[src/rtl/ffha_pkg.sv]
// Package: status codes, register indexes, controller command and datapath status types.
`default_nettype none
package ffha_pkg;
  localparam int DATA_W    = 32;
  localparam int ST_W      = 3;
  localparam int CFG_IDX_W = 2;

  localparam logic [CFG_IDX_W-1:0] REG_HEAP_START = 2'd0;
  localparam logic [CFG_IDX_W-1:0] REG_HEAP_END   = 2'd1;

  localparam logic [DATA_W-1:0] HEAP_START_RST = 32'd204800;
  localparam logic [DATA_W-1:0] HEAP_END_RST   = 32'd4294967288;

  localparam logic [ST_W-1:0] ST_OK       = 3'd0;
  localparam logic [ST_W-1:0] ST_ZERO     = 3'd1;
  localparam logic [ST_W-1:0] ST_ALIGN    = 3'd2;
  localparam logic [ST_W-1:0] ST_OOM      = 3'd3;
  localparam logic [ST_W-1:0] ST_NOTALLOC = 3'd4;
  localparam logic [ST_W-1:0] ST_FULL     = 3'd5;

  localparam logic OP_ALLOC = 1'b0;
  localparam logic OP_FREE  = 1'b1;

  typedef enum logic [3:0] {
    CMD_NONE,
    CMD_LOAD,
    CMD_ISTEP,
    CMD_SSTEP,
    CMD_FLATCH,
    CMD_ACOMMIT,
    CMD_FCOMMIT,
    CMD_EMIT
  } cmd_op_t;

  typedef struct packed {
    cmd_op_t         op;
    logic [ST_W-1:0] st;
  } cmd_t;

  typedef struct packed {
    logic op_free;
    logic size_zero;
    logic size_odd;
    logic i_end;
    logic fit;
    logic slot_end;
    logic slot_free;
    logic slot_match;
    logic pos_stop;
    logic free_full;
  } dp_stat_t;
endpackage
`default_nettype wire

[src/rtl/ffha_ctrl.sv]
// Controller: request sequencing, scan control and channel handshakes.
`default_nettype none
module ffha_ctrl
  import ffha_pkg::*;
(
  input  wire logic     clk,
  input  wire logic     rst_n,
  input  wire logic     in_valid,
  output logic          in_ready,
  output logic          out_valid,
  input  wire logic     out_ready,
  input  wire dp_stat_t stat,
  output cmd_t          cmd
);
  typedef enum logic [2:0] {
    S_IDLE, S_CHECK, S_A_SCAN, S_A_SLOT, S_F_FIND, S_F_POS, S_F_COMMIT, S_FIN
  } state_t;

  state_t          state_r, state_nxt;
  logic [ST_W-1:0] st_r, st_nxt;
  logic            out_valid_r, out_valid_nxt;

  assign in_ready  = (state_r == S_IDLE);
  assign out_valid = out_valid_r;

  always_comb begin
    state_nxt     = state_r;
    st_nxt        = st_r;
    out_valid_nxt = out_valid_r && !out_ready;
    cmd.op        = CMD_NONE;
    cmd.st        = st_r;
    case (state_r)
      S_IDLE: begin
        if (in_valid) begin
          cmd.op    = CMD_LOAD;
          state_nxt = S_CHECK;
        end
      end
      S_CHECK: begin
        if (stat.op_free) state_nxt = S_F_FIND;
        else if (stat.size_zero) begin
          st_nxt    = ST_ZERO;
          state_nxt = S_FIN;
        end else if (stat.size_odd) begin
          st_nxt    = ST_ALIGN;
          state_nxt = S_FIN;
        end else state_nxt = S_A_SCAN;
      end
      S_A_SCAN: begin
        if (stat.i_end) begin
          st_nxt    = ST_OOM;
          state_nxt = S_FIN;
        end else if (stat.fit) state_nxt = S_A_SLOT;
        else cmd.op = CMD_ISTEP;
      end
      S_A_SLOT: begin
        if (stat.slot_end) begin
          st_nxt    = ST_FULL;
          state_nxt = S_FIN;
        end else if (stat.slot_free) begin
          cmd.op    = CMD_ACOMMIT;
          st_nxt    = ST_OK;
          state_nxt = S_FIN;
        end else cmd.op = CMD_SSTEP;
      end
      S_F_FIND: begin
        if (stat.slot_end) begin
          st_nxt    = ST_NOTALLOC;
          state_nxt = S_FIN;
        end else if (stat.slot_match) begin
          cmd.op    = CMD_FLATCH;
          state_nxt = S_F_POS;
        end else cmd.op = CMD_SSTEP;
      end
      S_F_POS: begin
        if (stat.pos_stop) state_nxt = S_F_COMMIT;
        else cmd.op = CMD_ISTEP;
      end
      S_F_COMMIT: begin
        if (stat.free_full) st_nxt = ST_FULL;
        else begin
          cmd.op = CMD_FCOMMIT;
          st_nxt = ST_OK;
        end
        state_nxt = S_FIN;
      end
      S_FIN: begin
        if (!out_valid_r || out_ready) begin
          cmd.op        = CMD_EMIT;
          out_valid_nxt = 1'b1;
          state_nxt     = S_IDLE;
        end
      end
      default: state_nxt = S_IDLE;
    endcase
  end

  always_ff @(posedge clk) begin
    if (!rst_n) begin
      state_r     <= S_IDLE;
      st_r        <= ST_OK;
      out_valid_r <= 1'b0;
    end else begin
      state_r     <= state_nxt;
      st_r        <= st_nxt;
      out_valid_r <= out_valid_nxt;
    end
  end
endmodule
`default_nettype wire

[config.mk]
export PLATFORM = sky130hd
export DESIGN_NAME = ffha_ctrl
export DESIGN_NICKNAME = d
export VERILOG_FILES = /design/src/rtl/ffha_pkg.sv /design/src/rtl/ffha_ctrl.sv
export SDC_FILE = /design/constraint.sdc
export NUM_CORES = 1
export LEC_CHECK = 0
export ABC_AREA = 0
export BUFFER_PORTS_ARGS = -buffer_cell sky130_fd_sc_hd__buf_2
export CORE_AREA = 2 2 44 46
export DETAILED_ROUTE_END_ITERATION = 7
export DIE_AREA = 0 0 46 48
export MAX_ROUTING_LAYER = met4
export PLACE_DENSITY = 0.75
export SLEW_MARGIN = 20
export SYNTH_ARGS = -nofsm -noshare
export SYNTH_HDL_FRONTEND = slang
export SYNTH_SLANG_ARGS = --single-unit
[constraint.sdc]
create_clock -name clk -period 2.59 [get_ports clk]
set_input_delay 0.518 -clock clk [delete_from_list [all_inputs] [get_ports clk]]
set_output_delay 0.518 -clock clk [all_outputs]
set_load 0.05 [all_outputs]
==> Yosys cells after proc, flatten, opt, wreduce, memory -nomap -nowiden <==
Index checks and enable logic that the tools add are counted.
{ "totals": {"reg_bits": 7, "output_inout_bits": 9} }
{ "op_classes": {"reduce_logical": 8, "eq_ne": 17, "n_mux": 35} }
{ "op_table": {"columns": ["cell", "count"], "rows": [
  ["two-way mux 3 bit", 26],
  ["case mux 3 bit (8 select lines)", 1],
  ["case mux 3 bit (7 select lines)", 1],
  ["case mux 3 bit (5 select lines)", 1],
  ["equality test 3 bit, second input constant", 4],
  ["!= test 2 bit, second input constant", 6],
  ["!= test 3 bit, second input constant", 4],
  ["AND reduction 6 bit", 2],
  ["equality test 3 x 2 -> 1 bit, second input constant", 2],
  ["two-way mux 2 bit", 3],
  ["nonzero test 5 bit", 1],
  ["equality test 3 x 1 -> 1 bit, second input constant", 1],
  ["logical NOT 3 bit", 1],
  ["two-way mux 1 bit", 3],
  ["logical NOT 1 bit", 2],
  ["logical AND 1 bit", 1],
  ["logical OR 1 bit", 1]
]} }

==> Depth between registers and ports, before layout <==
{ "logic_depth": {"depth_word": 4, "ltp_mapped": 6} }

==> Worst setup path after synthesis <==
OpenSTA, ideal clock, no wires.
{ "synth_timing": {"kind": "flip-flop to output port", "start": "register state_r[0]", "end": "output port cmd[3] in the netlist's numbering", "required_ps": 2072, "stages_incl_launch_ff": 6, "path_slack_ps": -204, "n_path_buf": 2, "arrival_time_ps": 2276, "cell_sequence": "dfxtp_1 buf_2 buf_2 nor3_1 nand2_1 o221ai_1"} }
{ "synth_lines": {"columns": ["item", "line", "text"], "rows": [
  ["from (decl)", "ffha_ctrl.sv:19", "state_t state_r, state_nxt;"],
  ["from (signal assigned)", "ffha_ctrl.sv:104", "state_r <= state_nxt;"],
  ["to (decl)", "ffha_ctrl.sv:13", "output cmd_t cmd"]
]} }

==> metrics.csv <==
stage,metric,value,unit
critical_path,endpoint_kind,primary output,
cts,post-cts-setup-buffer-count,0,
final_layout,stdcell_count,121,
die,num_rows,15,
pwr,p_clk_share,10.8,%
critical_path,cp.depth,5,
worst_hold_path,min_path_cells,2,
synthesis,synth_most_common_cell,nand2_1,
timing,clock.fmax,421,MHz
placed_design,gp_congestion,0.858,
critical_path,crit_slowest_cell,or4b_4,
detailed_routing,wl_per_cell,12.6,um
timing,period_share,91.7,%
job,drv_cap,0,
cts,numCtsBuffers,3,
grt,grt_max_degree,19,
final_layout,finalNetCount,119,
synthesis,synth_flop_cell,dfxtp_1,
cts,cts_resized,0,
critical_path,startpoint_type,flop,
critical_path,cp_data_arrival_time,1.86,ns
grt,grt_overflow,0,
synthesis,synthArstFlopShare,0,%
timing,setup_viol,0,
synthesis,ys.warnings.count,0,
critical_path,critPathTopFamily,simple AND/OR/NAND/NOR gates,
critical_path,slowest_delay,0.57,ns
cts,cts.sinks,7,
timing,min_period,2.38,ns
cts,worstSkewPairLatency,0.25,ns
synthesis,synth_cells,85,
pwr,p_sw,0.491,mW
critical_path,worstPathMaxFanout,14,
grt,grt_usage,14.7,%
detailed_routing,wl_met2,717,um
detailed_routing,wl_met3,59,um
detailed_routing,vias,668,
pwr,leakage,0.363,nW
die,die_w,46,um
critical_path,cp.required,2.07,ns
synthesis,synth.top_cell.area_share,21.4,%
pwr,p_per_area,1170,mW/mm^2
detailed_routing,ant_nets,0,
final_layout,drive_above_1_share,34.6,%
pwr,netSwitchingFraction,53.4,%
synthesis,synth_common_cells,"nand2_1 (14), dfxtp_1 (7), mux2i_1 (6), nor2b_1 (6), buf_2 (4)",
cts,h-tree-depth,1,
timing,skew,0.00627,ns
synthesis,synth-edff-count,0,
pwr,seqPwrFrac,20.5,%
synthesis,synthTopCellsByArea,"dfxtp_1 (21%), mux2i_1 (9.2%), nand2_1 (8.0%)",
detailed_routing,via_per_inst,5.52,
synthesis,seq_area_frac_synth,21.4,%
detailed_routing,wl,1.53,mm
critical_path,critPathKind,flop to primary output,
die,num_io_pins,23,
die,core_area,0.00169,sq mm
die,dieArea,0.00221,sq mm
cts,clk_pin_slew_worst_paths,0.05,ns
pwr,internal-power,0.429,mW
placed_design,dp.cells,117,
critical_path,r2r_cells,5,
critical_path,critPathBufInv,1,
synthesis,syn_nets,99,
detailed_routing,drt_iter0_drc,9,
die,die_y,48,um
timing,slew_viol_final,0,
outcome,status,"finished, final reports clean",
grt,grt_pass1_wl,2.28,mm
final_layout,antenna_cells,0,
detailed_routing,first_pass_iters,4,
cts,clockBufferDepth,2,
synthesis,synth_seq_cells,7,
grt,grt_pass1_vias,525,
cts,cts_tree,yes,
critical_path,r2r_slack,0.96,ns
grt,antenna_found_initial,0,
pwr,peakVddDrop,0.476,mV
synthesis,synth.avg_cell_area,7.71,sq um
cts,root_buffer,clkbuf_4,
detailed_routing,remaining_drc_errors,0,
synthesis,ys_types,38,
synthesis,yosys.area.top_type,dfxtp_1,
worst_hold_path,hp-class,flop to flop,
detailed_routing,met1_length,750,um
final_layout,area_delta_synth_final,19.8,%
die,start_util,38.8,%
placed_design,hpwl,1.18,mm
timing,rsz0062_at_grt,false,
timing,hold_viol_final,0,
placed_design,numPortBuffers,21,
detailed_routing,dr.max_layer_used,met3,
timing,setup_tns,0,ns
critical_path,crit_chain,or4b_4 > a2bb2oi_2 > nor2b_1 > nand2_1 > buf_2,
cts,cts_hold_buffers,0,
synthesis,synth_area,656,sq um
pwr,power_frac_comb,68.7,%
[worst reg2reg max path, stage by stage, from the launching register on]
cell,delay (ns)
dfxtp_1,0.58
buf_4,0.24
nor3_1,0.06
o211a_1,0.21
nand3b_2,0.26
mux2i_1,0.15
[area by class of cell]
cell class                 count  area [sq um]
sequential                     7           140
inverter                       2          7.51
fill                         171           903
timing repair buffer          24           128
multi-input combinational     67           463
tap                           17          21.3
clock buffer                   4          26.3
[cells by family after synthesis]
logic type / after synthesis / synth area share, %
other cells: 1 / 0.572
buf+inv: 11 / 8.78
mux: 7 / 10.9
compound gates: 21 / 26.0
flops: 7 / 21.4
simple gates: 38 / 32.4
[flip-flops by register name, summed over array words and instances (netlist names)]
| name | cells |
|---|---|
| st_r | 3 |
| out_valid | 1 |
| state_r | 3 |
[per-stage QoR]
step	area (sq um)	power (mW)	hold WS [ns]	util, %	setup WS, ns
global placement	759	0.809	0.442	45.0	0.391
finish	786	0.920	0.455	46.5	0.215
CTS	786	0.917	0.463	46.5	0.230
floorplan	661	0.708	0.677	-	0.230
detailed placement	759	0.817	0.455	45.0	0.384
global route	786	0.983	0.472	46.5	0.161
[metal layers]
layer  up-vias  GRT usage, %
met5         -             -
met4         0          1.71
met3         0          4.53
met2        18          22.5
met1       303          19.6
li1        347             -
[power groups by stage]
stage	clock (mW)	combinational, mW	sequential, mW
2_1_floorplan	0	0.500	0.208
3_3_place_gp	0	0.622	0.188
3_5_place_dp	0	0.628	0.189
4_1_cts	0.100	0.630	0.186
5_1_grt	0.112	0.678	0.193
6_report	0.0995	0.632	0.189
[placed cells by master (no fill, tap or decap), types with 2 or more instances in the layout]
cell and count:
dfxtp_1 7, o21ai_0 3, a21oi_1 2, nor2b_1 6, mux2i_1 6, o211ai_1 2, inv_1 2, nor4_1 2
nand3_1 3, buf_4 3, clkbuf_4 3, nor2_1 3, nor3b_1 3, nand2_1 14, buf_2 21
[path summary, 6_finish.rpt]
| path | from | end |
|---|---|---|
| hold / removal | st_r[2] | st_r[2] |
| hold reg to reg | st_r[2] | st_r[2] |
| setup reg to reg | state_r[0] | state_r[1] |
| setup / recovery | state_r[0] | cmd[4] |
Power figures use the tool's default switching activity.
